### src/rtl/bes_pkg.sv
// ----------------------------------------------------------------------------
// bes_pkg: shared types and constants for the 3x3 binary erosion stream
// Payload structs, the item passed from front to back, register indexes.
// ----------------------------------------------------------------------------
package bes_pkg;

  localparam int PIX_W      = 8;
  localparam int ROW_W      = 12;
  localparam int OCOL_W     = 10;
  localparam int ICOL_W     = 12;   // widest column index any line store depth needs
  localparam int THR_W      = 4;
  localparam int CFG_IDX_W  = 2;
  localparam int CFG_DATA_W = 13;
  localparam int ROWS_MAX   = 4096;

  localparam logic [CFG_IDX_W-1:0] CFG_TARGET    = 2'd0;
  localparam logic [CFG_IDX_W-1:0] CFG_THRESHOLD = 2'd1;
  localparam logic [CFG_IDX_W-1:0] CFG_ROWS      = 2'd2;
  localparam logic [CFG_IDX_W-1:0] CFG_COLS      = 2'd3;

  typedef struct packed {
    logic [PIX_W-1:0] pixel_in;
    logic             frame_start;
  } in_t;

  typedef struct packed {
    logic [PIX_W-1:0]  pixel_out;
    logic [ROW_W-1:0]  out_row;
    logic [OCOL_W-1:0] out_col;
    logic              run_last;
    logic              frame_done;
  } out_t;

  // which results an item produces, decided at the front
  typedef struct packed {
    logic emit_ctr;   // window centre, one row up and one column left
    logic ero_ok;     // centre is not in the left border column
    logic emit_edge;  // right border pixel of the row above
    logic emit_self;  // the input pixel itself (top or bottom row)
    logic done;       // last pixel of the frame
  } flags_t;

  typedef struct packed {
    logic [PIX_W-1:0]  pix;
    logic [PIX_W-1:0]  up;
    logic [PIX_W-1:0]  mid;
    logic [ROW_W-1:0]  row;
    logic [ICOL_W-1:0] col;
    flags_t            flg;
  } item_t;

endpackage

### src/rtl/bes_queue.sv
// ----------------------------------------------------------------------------
// bes_queue: two-entry item queue between front and back
// Flip-flop FIFO; full blocks the front, empty idles the back.
// ----------------------------------------------------------------------------
module bes_queue (
  input  logic           clk,
  input  logic           rst_n,
  input  logic           push,
  input  bes_pkg::item_t push_data,
  output logic           full,
  input  logic           pop,
  output logic           not_empty,
  output bes_pkg::item_t head
);
  import bes_pkg::*;

  item_t       ent_r [2];
  logic        wr_ptr_r, rd_ptr_r;
  logic [1:0]  cnt_r;

  assign full      = cnt_r == 2'd2;
  assign not_empty = cnt_r != 2'd0;
  assign head      = ent_r[rd_ptr_r];

  always_ff @(posedge clk) begin
    if (!rst_n) begin
      wr_ptr_r <= 1'b0;
      rd_ptr_r <= 1'b0;
      cnt_r    <= 2'd0;
    end else begin
      if (push) begin
        wr_ptr_r <= ~wr_ptr_r;
      end
      if (pop) begin
        rd_ptr_r <= ~rd_ptr_r;
      end
      case ({push, pop})
        2'b10:   cnt_r <= cnt_r + 2'd1;
        2'b01:   cnt_r <= cnt_r - 2'd1;
        default: cnt_r <= cnt_r;
      endcase
    end
  end

  always_ff @(posedge clk) begin
    if (push) begin
      ent_r[wr_ptr_r] <= push_data;
    end
  end

endmodule

### config.mk
export PLATFORM = sky130hd
export DESIGN_NAME = bes_queue
export DESIGN_NICKNAME = d
export VERILOG_FILES = /design/src/rtl/bes_pkg.sv /design/src/rtl/bes_queue.sv
export SDC_FILE = /design/constraint.sdc
export NUM_CORES = 1
export LEC_CHECK = 0
export BUFFER_PORTS_ARGS = -buffer_cell sky130_fd_sc_hd__clkbuf_2
export CORE_MARGIN = 1.5
export CORE_UTILIZATION = 45
export CTS_CLUSTER_DIAMETER = 30
export DETAILED_ROUTE_END_ITERATION = 6
export PLACE_DENSITY = 0.7
export SLEW_MARGIN = 20
export SYNTH_ARGS = -nofsm -noshare
export SYNTH_HDL_FRONTEND = slang
export SYNTH_SLANG_ARGS = --single-unit
### constraint.sdc
create_clock -name clk -period 7.39 [get_ports clk]
set_input_delay 1.1085 -clock clk [delete_from_list [all_inputs] [get_ports clk]]
set_output_delay 1.1085 -clock clk [all_outputs]
set_load 0.1 [all_outputs]
==> results.py <==
metrics = {
    "floorplan": {
        "core_area_um2": 8680,
        "start_util_pct": 46.4,
        "rows": 34,
        "ioPinCount": 112,
        "die_y_um": 97.6,
        "die_w_um": 97.6,
        "die_area_um2": 9530,
    },
    "worst_hold_path": {
        "hold_path_class": "flop to flop",
        "whs_path_depth": 2,
        "whs_endpoint": "cnt_r[1]",
        "hp-start": "cnt_r[1]",
    },
    "setup_path": {
        "critical_path_class": "flop to output port",
        "worstSetupEndpointType": "output port",
        "r2r_end": "ent_r[1][13]",
        "reg2reg_from": "wr_ptr_r",
        "start_kind": "flop",
        "crit_required_ns": 6.28,
        "r2r_setup_slack_ns": 5.62,
        "cp.arrival_ns": 2.22,
        "reg2regPathDepth": 2,
        "crit_path_max_fanout": 39,
    },
    "clock_network": {
        "cts_sinks": 111,
        "clk_pin_slew_worst_paths_ns": 0.09,
        "cts_resized": 0,
        "cts_buffers": 9,
        "cts_tree": "yes",
        "clk_latency_ns": 0.35,
        "postCtsSetupRepairBufs": 0,
        "cts_hold_buf": 0,
        "cts.path.max_buffers": 2,
        "h-tree-depth": 3,
        "ctsRootBufferMaster": "clkbuf_8",
    },
    "pwr": {
        "cellLeakagePower_nw": 1.85,
        "p_per_area_nw_per_um2": 285,
        "ir_worst_vdd_mv": 0.167,
    },
    "timing": {
        "worst_slew_pin_slew_ns": 0.573,
        "rsz0062_at_grt": "false",
        "fin_hold_ws_ns": 0.508,
        "drv_slew": 0,
        "max_clock_freq_ghz": 0.300,
        "clock_skew_ns": 0.00766,
        "setup-tns-final_ns": 0,
        "final-setup-viol-count": 0,
        "fin_crit_ns": 3.33,
        "hold_violations": 0,
        "slew_headroom_pct": 61.8,
        "finalCritPeriodShare_pct": 45.1,
    },
    "synthesis": {
        "ys_seq_area_share_pct": 81.5,
        "ys_seq_elements": 111,
        "syn_inst": 187,
        "synthesis.area_um2": 4030,
        "synth_nets": 245,
        "synth.distinct_cells": 17,
        "yosys_warnings": 0,
        "avgSynthCellArea_um2": 21.5,
    },
    "grt": {
        "grt_pass1_vias": 2076,
        "antenna_found_initial": 0,
        "grt_usage_pct": 14.0,
        "grt_first_pass_wirelength_um": 10200,
        "globalRouteOverflowTotal": 0,
        "grt_max_degree": 40,
    },
    "routing": {
        "dr.pass1.iters": 4,
        "vias": 2030,
        "wl_um": 6560,
        "drc": 0,
        "drt_iter0_drc": 61,
        "final_antenna_net_count": 0,
        "wl_per_cell_um": 15.7,
        "via_per_inst": 4.86,
    },
    "placement": {
        "hpwl_um": 4400,
        "portBuffers": 111,
        "routabilityCongestion": 0.655,
        "place_inst": 403,
    },
    "run": {
        "max_cap_violations": 0,
    },
    "cells_and_area": {
        "syn2layout_area_growth_pct": 21.2,
        "final_cells": 418,
        "n_antenna_cell": 0,
        "post_route_cells_drive_above_1_share_pct": 60.0,
        "nets": 364,
    },
    "run_status": {
        "status": "finished clean",
    },
}
==> worst max path at each step <==
| stage | to | slack, ns | cells past startpoint |
|---|---|---|---|
| after floorplan | ent_r[0][0] | 3.50 | 2 |
| after global placement | head[30] | 4.41 | 3 |
| after detailed placement | head[30] | 4.39 | 3 |
| after CTS | head[30] | 3.98 | 3 |
| after global routing | head[29] | 3.92 | 3 |
| final | head[30] | 4.06 | 3 |
==> where the power goes <==
group	total [mW]	switching (mW)	internal [mW]
Clock	0.305	0.185	0.120
Combinational	0.352	0.285	0.0670
Sequential	0.736	0.0111	0.725
==> area by class of cell <==
type                            instances  area [um^2]
Fill cell                             721         3790
Sequential cell                       111         3280
Multi-Input combinational cell         69          721
Timing Repair Buffer                  114          578
Tap cell                              108          135
Clock buffer                            9          124
Clock inverter                          6         37.5
Inverter                                1         3.75
==> metrics by stage <==
step	utilization (%)	area, um^2	total power [mW]	setup WS [ns]
after CTS	56.3	4880	1.41	3.98
after global routing	56.3	4880	1.44	3.92
final	56.3	4880	1.39	4.06
after detailed placement	54.4	4720	1.11	4.39
after global placement	54.4	4720	1.10	4.41
after floorplan	-	4030	1.05	3.50
==> state kept, by name, summed over array words and instances, names as in the netlist, named ones only <==
name,count
wr_ptr_r,1
ent_r,106
cnt_r,2
rd_ptr_r,1
==> cells in the final DEF, fill, tap and decap left out <==
cell	instances
and2_1	3
buf_4	3
dfxtp_1	4
clkinv_2	2
nor2b_1	1
xor2_1	1
and2_2	1
and2b_2	1
inv_6	1
xnor2_1	2
a21boi_1	1
dfxtp_2	1
clkinv_1	1
inv_1	1
or2_2	1
nor2_4	1
ha_1	1
o21a_1	1
o21ai_0	1
clkbuf_2	111
edfxtp_1	106
clkinvlp_4	2
or3_1	1
mux2_2	53
clkbuf_8	9
==> cell families (layout without fill, tap and decap cells) <==
group / Yosys count / count (layout) / synth area share (%)
compound gates: 3 / 3 / 0.497
xor+xnor: 3 / 3 / 0.652
fa+ha+maj: 1 / 1 / 0.311
buf+inv: 7 / 130 / 0.838
flops: 111 / 111 / 81.5
mux: 53 / 53 / 14.8
simple gates: 9 / 9 / 1.40
==> Yosys cell counts (all sizes together) <==
library cell	number	area, um^2
or2	1	6.26
and2	4	25.0
o21a	1	7.51
a21boi	1	7.51
dfxtp	5	100
xor2	1	8.76
and2b	1	8.76
edfxtp	106	3180
ha	1	12.5
buf	6	30.0
or3	1	6.26
nor2b	1	6.26
o21ai	1	5.00
inv	1	3.75
mux2	53	597
nor2	1	3.75
xnor2	2	17.5
==> routing by layer <==
layer  vias to the layer above  part of all wire, %  track usage [%]
met4                         0                  1.3             5.27
met5                         -                    0                0
met3                         9                  5.7             3.31
met2                        67                   51             23.0
li1                        967                    -                -
met1                       987                   43             18.0
==> critical path, stage by stage, from the launching register on <==
cell and delay (ns):
dfxtp_2 0.56, buf_4 0.50, mux2_2 0.41, clkbuf_2 0.37
(Power assumes the default switching activity.)
