===== src/rtl/bes_pkg.sv =====
// ----------------------------------------------------------------------------
// bes_pkg: shared types and constants for the 3x3 binary erosion stream
// Payload structs, the item passed from front to back, register indexes.
// ----------------------------------------------------------------------------
package bes_pkg;

  localparam int PIX_W      = 8;
  localparam int ROW_W      = 12;
  localparam int OCOL_W     = 10;
  localparam int ICOL_W     = 12;   // widest column index any line store depth needs
  localparam int THR_W      = 4;
  localparam int CFG_IDX_W  = 2;
  localparam int CFG_DATA_W = 13;
  localparam int ROWS_MAX   = 4096;

  localparam logic [CFG_IDX_W-1:0] CFG_TARGET    = 2'd0;
  localparam logic [CFG_IDX_W-1:0] CFG_THRESHOLD = 2'd1;
  localparam logic [CFG_IDX_W-1:0] CFG_ROWS      = 2'd2;
  localparam logic [CFG_IDX_W-1:0] CFG_COLS      = 2'd3;

  typedef struct packed {
    logic [PIX_W-1:0] pixel_in;
    logic             frame_start;
  } in_t;

  typedef struct packed {
    logic [PIX_W-1:0]  pixel_out;
    logic [ROW_W-1:0]  out_row;
    logic [OCOL_W-1:0] out_col;
    logic              run_last;
    logic              frame_done;
  } out_t;

  // which results an item produces, decided at the front
  typedef struct packed {
    logic emit_ctr;   // window centre, one row up and one column left
    logic ero_ok;     // centre is not in the left border column
    logic emit_edge;  // right border pixel of the row above
    logic emit_self;  // the input pixel itself (top or bottom row)
    logic done;       // last pixel of the frame
  } flags_t;

  typedef struct packed {
    logic [PIX_W-1:0]  pix;
    logic [PIX_W-1:0]  up;
    logic [PIX_W-1:0]  mid;
    logic [ROW_W-1:0]  row;
    logic [ICOL_W-1:0] col;
    flags_t            flg;
  } item_t;

endpackage


===== src/rtl/bes_back.sv =====
// ----------------------------------------------------------------------------
// bes_back: 3x3 window, erosion decision and result sequencing
// Pops items in order, builds up to three results; drains one a cycle if not stalled.
// ----------------------------------------------------------------------------
module bes_back (
  input  logic                      clk,
  input  logic                      rst_n,
  input  logic                      q_not_empty,
  input  bes_pkg::item_t            q_head,
  output logic                      q_pop,
  input  logic [bes_pkg::PIX_W-1:0] target,
  input  logic [bes_pkg::THR_W-1:0] threshold,
  output logic                      out_valid,
  output bes_pkg::out_t             out_data,
  input  logic                      out_stall
);
  import bes_pkg::*;

  logic [PIX_W-1:0] win_up_r  [2];
  logic [PIX_W-1:0] win_mid_r [2];
  logic [PIX_W-1:0] left_r    [2];

  out_t             pend_r [3];
  out_t             new_res [3];
  logic [2:0]       mask_r, mask_nxt, new_mask, sel_oh, mask_after;
  logic [1:0]       sel;
  logic             out_valid_r, out_valid_nxt;
  out_t             out_data_r;
  logic             out_free, emit;

  logic [PIX_W-1:0] win [9];
  logic [PIX_W-1:0] centre;
  logic [3:0]       zeros;
  logic             erode;
  logic [ROW_W-1:0] r_m1;
  logic [ICOL_W-1:0] c_m1;

  always_comb begin
    centre = win_mid_r[1];
    win[0] = win_up_r[0];
    win[1] = win_up_r[1];
    win[2] = q_head.up;
    win[3] = win_mid_r[0];
    win[4] = win_mid_r[1];
    win[5] = q_head.mid;
    win[6] = left_r[0];
    win[7] = left_r[1];
    win[8] = q_head.pix;
    zeros  = '0;
    for (int i = 0; i < 9; i++) begin
      zeros = zeros + 4'((win[i] == '0) ? 1 : 0);
    end
    erode = q_head.flg.ero_ok && (centre == target) && (zeros > threshold);
    r_m1  = q_head.row - ROW_W'(1);
    c_m1  = q_head.col - ICOL_W'(1);

    new_mask = {q_head.flg.emit_self, q_head.flg.emit_edge, q_head.flg.emit_ctr};

    new_res[0].pixel_out  = erode ? '0 : centre;
    new_res[0].out_row    = r_m1;
    new_res[0].out_col    = c_m1[OCOL_W-1:0];
    new_res[0].run_last   = !new_mask[1] && !new_mask[2];
    new_res[0].frame_done = 1'b0;

    new_res[1].pixel_out  = q_head.mid;
    new_res[1].out_row    = r_m1;
    new_res[1].out_col    = q_head.col[OCOL_W-1:0];
    new_res[1].run_last   = !new_mask[2];
    new_res[1].frame_done = 1'b0;

    new_res[2].pixel_out  = q_head.pix;
    new_res[2].out_row    = q_head.row;
    new_res[2].out_col    = q_head.col[OCOL_W-1:0];
    new_res[2].run_last   = 1'b1;
    new_res[2].frame_done = q_head.flg.done;
  end

  // drain pending results lowest slot first
  always_comb begin
    out_free = !out_valid_r || !out_stall;
    emit     = out_free && (mask_r != '0);
    if (mask_r[0]) begin
      sel = 2'd0;
    end else if (mask_r[1]) begin
      sel = 2'd1;
    end else begin
      sel = 2'd2;
    end
    sel_oh        = 3'b001 << sel;
    mask_after    = emit ? (mask_r & ~sel_oh) : mask_r;
    q_pop         = q_not_empty && (mask_after == '0);
    mask_nxt      = q_pop ? new_mask : mask_after;
    out_valid_nxt = emit ? 1'b1 : (out_free ? 1'b0 : out_valid_r);
  end

  always_ff @(posedge clk) begin
    if (!rst_n) begin
      mask_r      <= '0;
      out_valid_r <= 1'b0;
      for (int i = 0; i < 2; i++) begin
        win_up_r[i]  <= '0;
        win_mid_r[i] <= '0;
        left_r[i]    <= '0;
      end
    end else begin
      mask_r      <= mask_nxt;
      out_valid_r <= out_valid_nxt;
      if (q_pop) begin
        win_up_r[0]  <= win_up_r[1];
        win_up_r[1]  <= q_head.up;
        win_mid_r[0] <= win_mid_r[1];
        win_mid_r[1] <= q_head.mid;
        left_r[0]    <= left_r[1];
        left_r[1]    <= q_head.pix;
      end
    end
  end

  always_ff @(posedge clk) begin
    if (q_pop) begin
      for (int i = 0; i < 3; i++) begin
        pend_r[i] <= new_res[i];
      end
    end
    if (emit) begin
      out_data_r <= pend_r[sel];
    end
  end

  assign out_valid = out_valid_r;
  assign out_data  = out_data_r;

endmodule


===== config.mk =====
export PLATFORM = sky130hd
export DESIGN_NAME = bes_back
export DESIGN_NICKNAME = d
export VERILOG_FILES = /design/src/rtl/bes_pkg.sv /design/src/rtl/bes_back.sv
export SDC_FILE = /design/constraint.sdc
export NUM_CORES = 1
export LEC_CHECK = 0
export BUFFER_PORTS_ARGS = -buffer_cell sky130_fd_sc_hd__buf_2
export CAP_MARGIN = 0
export CORE_ASPECT_RATIO = 1.5
export CORE_MARGIN = 4
export CORE_UTILIZATION = 40
export CTS_BUF_LIST = sky130_fd_sc_hd__clkbuf_2
export DETAILED_ROUTE_END_ITERATION = 10
export SYNTH_ARGS = -nofsm -noshare
export SYNTH_HDL_FRONTEND = slang
export SYNTH_SLANG_ARGS = --single-unit

===== constraint.sdc =====
create_clock -name clk -period 6.2 [get_ports clk]
set_clock_uncertainty 0.2 [all_clocks]
set_input_delay 1.24 -clock clk [delete_from_list [all_inputs] [get_ports clk]]
set_output_delay 1.24 -clock clk [all_outputs]
set_load 0.02 [all_outputs]

==> metrics.log, run 1 <==
INFO  metric grt_pass1_wl = around 21000 um
INFO  metric holdCritStartpoint = pend_r[2][0]
INFO  metric die_height = 164 um
INFO  metric synth_area_per_cell = 15.3 um^2
INFO  metric grt_util_all_layers = 14.6%
INFO  metric synth-xor-area-share = 3.50%
INFO  metric crit_path_max_fanout = 8
INFO  metric clk_path_buf_depth = 2
INFO  metric fp.dieW = 112 um
INFO  metric drt_pass1_iterations = 5
INFO  metric synthAdderAreaFrac = 3.08%
INFO  metric place.gp.congestion = 0.801
INFO  metric synth.area.mux_share = 5.04%
INFO  metric timing.final.ws_setup = roughly 840 ps
INFO  metric synth-compound-area-share = 2.75%
INFO  metric synth_top_flop_cell = sky130_fd_sc_hd__edfxtp_1
INFO  metric worst_r2r_path_depth = 15
INFO  metric synth.lib_cells_used.distinct = 41
INFO  metric total_leakage_power = roughly 3.0 nW
INFO  metric grt_pass1_vias = 4135
INFO  metric synthArstFlopShare = 0%
INFO  metric timing_worst_slew_pin_value = 1220 ps
INFO  metric antenna_violations_before_repair = 3
INFO  metric timing.critical_path.to_type = flop
INFO  metric floorplan.io_pins = just over 100
INFO  metric dp_worst_setup_slack = a little under 400 ps
INFO  metric critPathRequiredTime = 6400 ps
INFO  metric postSynthNetCount = roughly 510
INFO  metric postCtsSetupRepairBufs = 0
INFO  metric yosysTopAreaCell = sky130_fd_sc_hd__edfxtp_1
INFO  metric layout.nets = 609
INFO  metric reg2reg_setup_slack = about 840 ps
INFO  metric min_path_cells = 1
INFO  metric design.die.area = 18400 um^2
INFO  metric synthCells = roughly 430
INFO  metric final_layout_size_suffix_gt1_share = 30.6%
INFO  metric final.hold.worst_slack = 356 ps
INFO  metric layout_min_cycle_time = 5360 ps
INFO  metric synth_warnings = 0
INFO  metric post-dp-hpwl = ~8900 um
INFO  metric timing_worst_setup_path_type = reg -> reg
INFO  metric htree_levels = 4
INFO  metric postSynthRegisterBits = 155
INFO  metric r2r-start = win_mid_r[0][1]
INFO  metric final_setup_violation_count = 0
INFO  metric reg2reg_to = pend_r[0][31]
INFO  metric fin_setup_tns = 0 ps
INFO  metric effective_utilization_at_floorplan = about 41%
INFO  metric route.detailed.drc = 0
INFO  metric run_status = completed
INFO  metric hold_path_class = reg -> reg
INFO  metric clkSinkCount = ~160
INFO  metric postCtsHoldBufs = 0
INFO  metric num_rows = 56
INFO  metric detailedRoute.firstIterationViolations = 183
INFO  metric max_slew_margin = 18.6%
INFO  metric critPathArrivalTime = 5560 ps
INFO  metric number_of_gates_resized_after_cts = 0
INFO  metric post_drt_wl_per_cell = between 15 and 20 um
INFO  metric rsz_0062_raised_after_global_routing = false
INFO  metric yosysMostFrequentCell = sky130_fd_sc_hd__edfxtp_1
INFO  metric clk_pin_slew = approximately 250 ps
INFO  metric antenna_left = 0
INFO  metric pwr_density_cell = 279 nW/um^2
INFO  metric finalPower = 2.08 mW
INFO  metric yosys-top-cells-area = sky130_fd_sc_hd__edfxtp_1 (70%), sky130_fd_sc_hd__and3_1 (4.6%), sky130_fd_sc_hd__mux2_2 (3.8%)
INFO  metric drt_wl_total = roughly 13000 um
INFO  metric routed-via-count = about 3.8k
INFO  metric maximum_number_of_pins_on_one_net_before_global_route_repair = around 110
INFO  metric startpoint_type = flop
INFO  metric clock.fmax = about 190 MHz
INFO  metric synth_area = 6500 um^2
INFO  metric min_to = out_data[0]
INFO  metric synth.cells.most_frequent = sky130_fd_sc_hd__edfxtp_1 (151), sky130_fd_sc_hd__and3_1 (48), sky130_fd_sc_hd__nand2_1 (23)
INFO  metric post_synth_and_or_nand_nor_area_fraction = 12.3%
INFO  metric synth_edf_count = around 150
INFO  metric synth_top_family_by_area = simple AND/OR/NAND/NOR gates
INFO  metric core-area = approximately 16000 um^2
INFO  metric finalMaxSlewViolations = 0
INFO  metric grt.overflow.total = 0
INFO  metric drv_cap = 0
INFO  metric portion_of_synthesized_cell_area_occupied_by_the_leading_cell_type = 69.7%
INFO  metric port_buffers = 100
INFO  metric clkLatencyLatePin = 670 ps
INFO  metric flow.area_growth_from_synthesis = 14.6%
INFO  metric cts_made_buffers = 17
INFO  metric root_buffer = sky130_fd_sc_hd__clkbuf_2
INFO  metric vias_cell = 5.11
INFO  metric timing.final.crit_share = 86.4%
INFO  metric cts_tree = done
INFO  metric peakVddDrop = 0.000146 V
INFO  metric final_number_of_hold_violating_endpoints = 0
INFO  metric synth_seq_area_share = 70.9%
-- worst max-delay path: stages (launching register included) --
cell and delay, ps:
sky130_fd_sc_hd__edfxtp_1 420, sky130_fd_sc_hd__nor4_1 330, sky130_fd_sc_hd__nand2_1 160, sky130_fd_sc_hd__fa_1 510
sky130_fd_sc_hd__fa_1 550, sky130_fd_sc_hd__inv_1 50, sky130_fd_sc_hd__fa_1 520, sky130_fd_sc_hd__inv_1 60
sky130_fd_sc_hd__fa_1 460, sky130_fd_sc_hd__fa_1 410, sky130_fd_sc_hd__xnor2_1 180, sky130_fd_sc_hd__ha_1 270
sky130_fd_sc_hd__nand4_1 110, sky130_fd_sc_hd__nand4_1 150, sky130_fd_sc_hd__a2111oi_4 610, sky130_fd_sc_hd__nor2b_1 110
-- routing by layer --
layer,track usage [%],wire (um),vias up
met2,26.0,7010,106
met3,5.49,925,6
met1,16.3,5010,1886
met4,4.21,86,2
met5,0,13,-
li1,-,-,1804
-- cell type report --
class / count / area (um^2)
multi-input combinational: 232 / 1750
inverter: 19 / 71.3
sequential: 155 / 4610
antenna: 2 / 5.00
tap: 203 / 254
clock inverter: 14 / 158
timing repair buffer: 102 / 515
fill: 1476 / 8380
clock buffer: 18 / 90.1
-- cells in the final DEF (no fill, tap or decap), types with 3 or more instances in the layout --
master and n:
sky130_fd_sc_hd__inv_6 7, sky130_fd_sc_hd__nand2_1 23, sky130_fd_sc_hd__nand3_1 6, sky130_fd_sc_hd__nor3_1 8
sky130_fd_sc_hd__ha_1 8, sky130_fd_sc_hd__nor2b_1 10, sky130_fd_sc_hd__nor2_1 8, sky130_fd_sc_hd__o21ai_0 9
sky130_fd_sc_hd__clkbuf_2 18, sky130_fd_sc_hd__buf_2 100, sky130_fd_sc_hd__mux2_2 22, sky130_fd_sc_hd__xor2_1 14
sky130_fd_sc_hd__nor4_1 15, sky130_fd_sc_hd__clkinvlp_4 3, sky130_fd_sc_hd__dfxtp_1 4, sky130_fd_sc_hd__edfxtp_1 151
sky130_fd_sc_hd__xnor2_1 12, sky130_fd_sc_hd__nor3b_1 3, sky130_fd_sc_hd__nand4_1 3, sky130_fd_sc_hd__fa_1 5
sky130_fd_sc_hd__or4_1 4, sky130_fd_sc_hd__and3_1 48, sky130_fd_sc_hd__a21oi_1 5, sky130_fd_sc_hd__mux2i_1 8
sky130_fd_sc_hd__inv_1 19
-- worst max path at each step --
stage | start | to | slack, ps | depth (start not counted)
final | win_mid_r[0][1] | pend_r[0][31] | 840 | 15
after global routing | win_up_r[0][13] | pend_r[0][31] | 550 | 15
after CTS | win_up_r[0][12] | pend_r[0][31] | 780 | 15
after detailed placement | q_head[30] | pend_r[0][31] | 390 | 15
after global placement | q_head[30] | pend_r[0][25] | 410 | 15
after floorplan | q_head[46] | pend_r[0][24] | 1030 | 14
-- logic make-up (layout without fill, tap and decap cells) --
family	after synthesis	after routing
AOI/OAI and AO/OA	25	25
and+or+nand+nor	138	138
other	0	2
DFF	155	155
xor gates and xnor gates	26	26
adders and majority gates	13	13
buffers and inverters	38	153
muxes	30	30
-- flip-flops by register name, indices dropped and copies added (netlist names) --
signal	cells
left_r	16
mask_r	3
out_data	32
out_valid	1
pend_r	71
win_mid_r	16
win_up_r	16
-- power breakdown --
part           switching [mW]  internal (mW)  total (mW)  leakage, nW
sequential             0.0284           1.25        1.28         1.56
combinational           0.143         0.0852       0.229         1.27
clock                   0.379          0.195       0.575        0.143
-- stage by stage --
step / instance area [um^2] / instances / utilization [%]
after floorplan: 6500 / 425 / -
after global placement: 7200 / 711 / 45.5
after detailed placement: 7200 / 711 / 45.5
after CTS: 7450 / 743 / 47.1
after global routing: 7460 / 745 / 47.1
final: 7460 / 745 / 47.1
Note: power is estimated with default switching activity, not from simulation.
==> run 2: changes to the inputs <==
Clock period 6.2 ns to 5.7 ns, I/O delays scaled along.
==> metrics.log, run 2 (synthesis gave the netlist of run 1 again) <==
INFO  metric run_status = completed
INFO  metric clock.fmax = 191 MHz (+2.1%)
INFO  metric clk_pin_slew = 230 ps (-20 ps)
INFO  metric clkLatencyLatePin = 650 ps (-20 ps)
INFO  metric timing.final.crit_share = 92.1% (+5.6 points)
INFO  metric critPathArrivalTime = 5450 ps (-110 ps)
INFO  metric finalMaxSlewViolations = 0 (unchanged)
INFO  metric rsz_0062_raised_after_global_routing = false
INFO  metric layout.nets = 610 (+0.16%)
INFO  metric grt.overflow.total = 0 (unchanged)
INFO  metric clk_path_buf_depth = 2 (unchanged)
INFO  metric drv_cap = 0 (unchanged)
INFO  metric post_drt_wl_per_cell = 17.3 um (-1.2%)
INFO  metric layout_min_cycle_time = 5250 ps (-110 ps)
INFO  metric pwr_density_cell = 297 nW/um^2 (+6.7%)
INFO  metric floorplan.io_pins = 103 (unchanged)
INFO  metric final.hold.worst_slack = 349 ps (-7.27 ps)
INFO  metric core-area = 15800 um^2 (unchanged)
INFO  metric fp.dieW = 112 um (unchanged)
INFO  metric grt_util_all_layers = 14.6% (-0.023 points)
INFO  metric grt.met2_usage = 25.4% (-0.52 points)
INFO  metric die_height = 164 um (unchanged)
INFO  metric route.detailed.drc = 0 (unchanged)
INFO  metric total_leakage_power = 2.96 nW (-0.34%)
INFO  metric holdCritStartpoint = pend_r[0][28]
INFO  metric cts_tree = done
INFO  metric final_number_of_hold_violating_endpoints = 0 (unchanged)
INFO  metric antenna_violations_before_repair = 2 (-1)
INFO  metric final_layout_size_suffix_gt1_share = 30.3% (-0.24 points)
INFO  metric largest_register = pend_r
INFO  metric grt_pass1_wl = 20700 um (-0.23%)
INFO  metric detailedRoute.firstIterationViolations = 163 (-11%)
INFO  metric flow.area_growth_from_synthesis = 14.4%
INFO  metric crit_path_max_fanout = 8 (unchanged)
INFO  metric busiest_layer = met2
INFO  metric place.gp.congestion = 0.793 (-0.94%)
INFO  metric postCtsHoldBufs = 0 (unchanged)
INFO  metric routed-via-count = 3733 (-1.9%)
INFO  metric number_of_gates_resized_after_cts = 0 (unchanged)
INFO  metric postCtsSetupRepairBufs = 0 (unchanged)
INFO  metric timing_worst_slew_pin_value = 1220 ps (-5.80 ps)
INFO  metric root_buffer = sky130_fd_sc_hd__clkbuf_2
INFO  metric antenna_left = 0 (unchanged)
INFO  metric maximum_number_of_pins_on_one_net_before_global_route_repair = 110 (+4.8%)
INFO  metric r2r-start = win_up_r[0][5]
INFO  metric reg2reg_to = pend_r[0][31]
INFO  metric startpoint_type = flop
INFO  metric reg2reg_setup_slack = 450 ps (-390 ps)
INFO  metric use_met3 = 4.79% (-0.70 points)
INFO  metric min_path_cells = 2 (+1)
INFO  metric worst_r2r_path_depth = 16 (+1)
INFO  metric port_buffers = 100 (unchanged)
INFO  metric fin_setup_tns = 0 ps (unchanged)
INFO  metric peakVddDrop = 0.000168 V (+15%)
INFO  metric hold_path_class = reg -> reg
INFO  metric final.fill_count = 1487 (+0.75%)
INFO  metric mostFrequentLayoutCell = sky130_fd_sc_hd__edfxtp_1
INFO  metric dpl-instance-area = 7210 um^2 (+0.10%)
INFO  metric post-dp-hpwl = 8830 um (-0.94%)
INFO  metric largest_reg_flops = 71 (unchanged)
INFO  metric htree_levels = 4 (unchanged)
INFO  metric vias_cell = 5.01 (-1.9%)
INFO  metric grt_pass1_vias = 4031 (-2.5%)
INFO  metric timing_worst_setup_path_type = reg -> reg
INFO  metric design_area = 7440 um^2 (-0.20%)
INFO  metric max_slew_margin = 18.9% (+0.39 points)
INFO  metric min_to = out_data[28]
INFO  metric drt_wl_total = 12900 um (-1.2%)
INFO  metric drt_pass1_iterations = 4 (-1)
INFO  metric num_rows = 56 (unchanged)
INFO  metric critPathRequiredTime = 5910 ps (-490 ps)
INFO  metric timing.critical_path.to_type = flop
INFO  metric cts_made_buffers = 17 (unchanged)
INFO  metric layout_common_cells = sky130_fd_sc_hd__edfxtp_1 (151), sky130_fd_sc_hd__buf_2 (100), sky130_fd_sc_hd__and3_1 (48)
INFO  metric design.die.area = 18400 um^2 (unchanged)
INFO  metric effective_utilization_at_floorplan = 41.1% (unchanged)
INFO  metric groute.layer.met1.usage = 16.9% (+0.59 points)
INFO  metric final_setup_violation_count = 0 (unchanged)
INFO  metric clkSinkCount = 155 (unchanged)
## run 2: stage by stage
stage	utilization, %	std cells	worst slack, ps	power, mW
after global placement	45.5	712	179	1.66
after global routing	47.0	745	163	2.33
after CTS	47.0	744	378	2.24
final	47.0	745	453	2.21
after detailed placement	45.5	712	122	1.67
after floorplan	-	425	629	1.56
## run 2: critical path, stage by stage, from the launching register on
cell                        delay (ps)
sky130_fd_sc_hd__edfxtp_1          410
sky130_fd_sc_hd__nor4_1            340
sky130_fd_sc_hd__nand2_1           150
sky130_fd_sc_hd__fa_1              550
sky130_fd_sc_hd__fa_1              550
sky130_fd_sc_hd__inv_1              50
sky130_fd_sc_hd__fa_1              530
sky130_fd_sc_hd__inv_1              60
sky130_fd_sc_hd__fa_1              460
sky130_fd_sc_hd__fa_1              500
sky130_fd_sc_hd__inv_1              40
sky130_fd_sc_hd__ha_1              270
sky130_fd_sc_hd__nor2b_1           140
sky130_fd_sc_hd__o211ai_1          150
sky130_fd_sc_hd__a2111oi_4         320
sky130_fd_sc_hd__buf_4             220
sky130_fd_sc_hd__nor2b_1            60
## run 2: worst max path at each step
| stage | start | to | slack [ps] | cells after the start |
|---|---|---|---|---|
| 2_1_floorplan | q_head[46] | pend_r[0][24] | 630 | 14 |
| 6_report | win_up_r[0][5] | pend_r[0][31] | 450 | 16 |
| 4_1_cts | win_up_r[0][5] | pend_r[0][31] | 380 | 16 |
| 5_1_grt | win_up_r[0][5] | pend_r[0][31] | 160 | 16 |
| 3_3_place_gp | q_head[30] | pend_r[0][25] | 180 | 16 |
| 3_5_place_dp | q_head[30] | pend_r[0][28] | 120 | 16 |
## run 2: area by class of cell
class	instances	area, um^2	share of cell area [%]
Sequential cell	155	4610	62.0
Multi-Input combinational cell	232	1750	23.5
Timing Repair Buffer	103	523	7.03
Tap cell	203	254	3.41
Clock inverter	11	123	1.65
Clock buffer	21	105	1.41
Inverter	19	71.3	0.958
Antenna cell	1	2.50	0.0336
## run 2: power breakdown
group | switching [mW] | internal [mW]
clock | 0.371 | 0.205
sequential | 0.0321 | 1.36
combinational | 0.156 | 0.0934
total | 0.559 | 1.65
## run 2: routing by layer
layer / vias to the layer above / wire length (um)
li1: 1803 / -
met1: 1812 / 5080
met2: 103 / 6770
met3: 13 / 867
met4: 2 / 155
met5: - / 13
==> run 3: changes to the inputs <==
Settings changed: CORE_UTILIZATION 40 to 59, PLACE_DENSITY set to 0.83.
==> metrics.log, run 3 (synthesis gave the netlist of run 1 again) <==
INFO  metric grt_pass1_vias = 3927 (-2.6%)
INFO  metric clkLatencyLatePin = 660 ps (about the same)
INFO  metric layout_min_cycle_time = 5260 ps (+10.7 ps)
INFO  metric layout_common_cells = sky130_fd_sc_hd__edfxtp_1 (151), sky130_fd_sc_hd__buf_2 (100), sky130_fd_sc_hd__and3_1 (48)
INFO  metric core-area = 10700 um^2 (-32%)
INFO  metric pwr_density_cell = 310 nW/um^2 (+4.1%)
INFO  metric critPathArrivalTime = 5480 ps (+30 ps)
INFO  metric fp.dieW = 93.7 um (-16%)
INFO  metric final.fill_count = 776 (-48%)
INFO  metric run_status = completed
INFO  metric comb_power_share = 10.8% (-0.5 points)
INFO  metric cts_tree = done
INFO  metric flow.area_growth_from_synthesis = 14.3%
INFO  metric cts_made_buffers = 17 (unchanged)
INFO  metric n_antenna_cell = 0 (-1)
INFO  metric postCtsHoldBufs = 0 (unchanged)
INFO  metric drv_cap = 0 (unchanged)
INFO  metric final_layout_size_suffix_gt1_share = 30.6% (+0.31 points)
INFO  metric final_setup_violation_count = 0 (unchanged)
INFO  metric total_leakage_power = 2.99 nW (+1.1%)
INFO  metric postCtsSetupRepairBufs = 0 (unchanged)
INFO  metric timing.final.crit_share = 92.2% (+0.19 points)
INFO  metric drt_wl_total = 11700 um (-9.6%)
INFO  metric design.die.area = 12800 um^2 (-30%)
INFO  metric clk_pin_slew = 210 ps (-20 ps)
INFO  metric htree_levels = 4 (unchanged)
INFO  metric timing_worst_slew_pin_value = 1140 ps (-78.6 ps)
INFO  metric max_slew_margin = 24.2% (+5.2 points)
INFO  metric rsz_0062_raised_after_global_routing = false
INFO  metric power.switching = 0.560 mW (+0.19%)
INFO  metric number_of_gates_resized_after_cts = 0 (unchanged)
INFO  metric mostFrequentLayoutCell = sky130_fd_sc_hd__edfxtp_1
INFO  metric post_drt_wl_per_cell = 17.0 um (-1.8%)
INFO  metric die_height = 137 um (-17%)
INFO  metric post-dp-hpwl = 8300 um (-6.1%)
INFO  metric final.hold.worst_slack = 354 ps (+5.96 ps)
INFO  metric route.detailed.drc = 0 (unchanged)
INFO  metric min_path_cells = 2 (unchanged)
INFO  metric startpoint_type = flop
INFO  metric final_number_of_hold_violating_endpoints = 0 (unchanged)
INFO  metric layout.nets = 611 (+0.16%)
INFO  metric routed-via-count = 3785 (+1.4%)
INFO  metric final_cell_count_no_fill = 686 (-7.9%)
INFO  metric largest_reg_flops = 71 (unchanged)
INFO  metric critPathRequiredTime = 5930 ps (+20 ps)
INFO  metric maximum_number_of_pins_on_one_net_before_global_route_repair = 86 (-22%)
INFO  metric dp_worst_setup_slack = 54.3 ps (-67.7 ps)
INFO  metric antenna_left = 0 (unchanged)
INFO  metric port_buffers = 100 (unchanged)
INFO  metric timing_worst_setup_path_type = reg -> reg
INFO  metric drt_pass1_iterations = 5 (+1)
INFO  metric timing.final.ws_setup = 442 ps (-10.7 ps)
INFO  metric detailedRoute.firstIterationViolations = 196 (+20%)
INFO  metric register_area = 4610 um^2 (unchanged)
INFO  metric grt_pass1_wl = 18600 um (-10%)
INFO  metric finish.utilization = 69.4% (+22 points)
INFO  metric place.gp.congestion = 0.799 (+0.76%)
INFO  metric finalPower = 2.30 mW (+4.0%)
INFO  metric design_area = 7430 um^2 (-0.12%)
INFO  metric root_buffer = sky130_fd_sc_hd__clkbuf_2
INFO  metric share_clk_of_total_power = 28.9% (+2.9 points)
INFO  metric floorplan.io_pins = 103 (unchanged)
INFO  metric crit_path_max_fanout = 8 (unchanged)
INFO  metric grt_util_all_layers = 19.3% (+4.7 points)
INFO  metric largest_register = pend_r
INFO  metric vias_cell = 5.52 (+10%)
INFO  metric dpl-instance-area = 7140 um^2 (-0.92%)
INFO  metric peakVddDrop = 0.000193 V (+15%)
INFO  metric antenna_violations_before_repair = 1 (-1)
INFO  metric grt.overflow.total = 0 (unchanged)
INFO  metric hold_path_class = reg -> reg
INFO  metric cell_internal_pwr = 1.74 mW (+5.2%)
INFO  metric multi_input_area = 1750 um^2 (unchanged)
INFO  metric clkSinkCount = 155 (unchanged)
INFO  metric placed_cells_incl_taps = 654 (-8.1%)
INFO  metric sw_frac_of_total = 24.3% (-0.91 points)
INFO  metric num_rows = 46 (-18%)
INFO  metric worst_r2r_path_depth = 16 (unchanged)
INFO  metric effective_utilization_at_floorplan = 60.8% (+20 points)
INFO  metric clk_path_buf_depth = 2 (unchanged)
INFO  metric clock.fmax = 190 MHz (-0.20%)
INFO  metric power.sequential.fraction = 60.3% (-2.4 points)
INFO  metric fin_setup_tns = 0 ps (unchanged)
INFO  metric finalMaxSlewViolations = 0 (unchanged)
INFO  metric timing.critical_path.to_type = flop
-- run 3: cell types whose count changed in the layout (fill, tap and decap cells not counted), sizes merged --
| cell | change |
|---|---|
| buf | +1 |
| bufinv | +2 |
| clkbuf | -3 |
| clkinv | +2 |
| clkinvlp | -1 |
| diode | -1 |
-- run 3: path summary, 6_finish.rpt --
kind / from / to / slack (ps)
worst max-delay path: win_up_r[0][9] / pend_r[0][27] / 440
worst min-delay path: pend_r[0][27] / out_data[27] / 350
worst max register to register: win_up_r[0][9] / pend_r[0][27] / 440
worst min register to register: pend_r[0][27] / out_data[27] / 350
-- run 3: power by group through the flow --
| stage | clock network [mW] | registers [mW] | logic (mW) |
|---|---|---|---|
| floorplan | 0 | 1.43 | 0.131 |
| global placement | 0 | 1.41 | 0.236 |
| detailed placement | 0 | 1.41 | 0.252 |
| CTS | 0.685 | 1.39 | 0.252 |
| global route | 0.737 | 1.40 | 0.273 |
| finish | 0.664 | 1.39 | 0.248 |
-- run 3: layer usage --
metal	GRT usage, %	share of wire (%)	up-vias
met5	0	0.060	-
met4	6.67	1.3	2
met3	4.95	5.2	13
met2	36.3	58	111
met1	20.6	35	1849
li1	-	-	1810
-- run 3: cell type report --
cell class,instances,area share (%)
Inverter,19,0.960
Clock buffer,18,1.21
Clock inverter,14,2.66
Sequential cell,155,62.1
Timing Repair Buffer,104,7.14
Multi-Input combinational cell,232,23.5
Tap cell,144,2.42
-- run 3: critical path, stage by stage, from the launching register on --
cell and delay (ps):
sky130_fd_sc_hd__edfxtp_1 430, sky130_fd_sc_hd__nor4_1 380, sky130_fd_sc_hd__nand2_1 130, sky130_fd_sc_hd__fa_1 550, sky130_fd_sc_hd__fa_1 560, sky130_fd_sc_hd__inv_1 60, sky130_fd_sc_hd__fa_1 540, sky130_fd_sc_hd__inv_1 60
sky130_fd_sc_hd__fa_1 460, sky130_fd_sc_hd__fa_1 490, sky130_fd_sc_hd__inv_1 40, sky130_fd_sc_hd__ha_1 280, sky130_fd_sc_hd__nor2b_1 140, sky130_fd_sc_hd__o211ai_1 130, sky130_fd_sc_hd__a2111oi_4 310, sky130_fd_sc_hd__buf_4 210
sky130_fd_sc_hd__nor2b_1 60
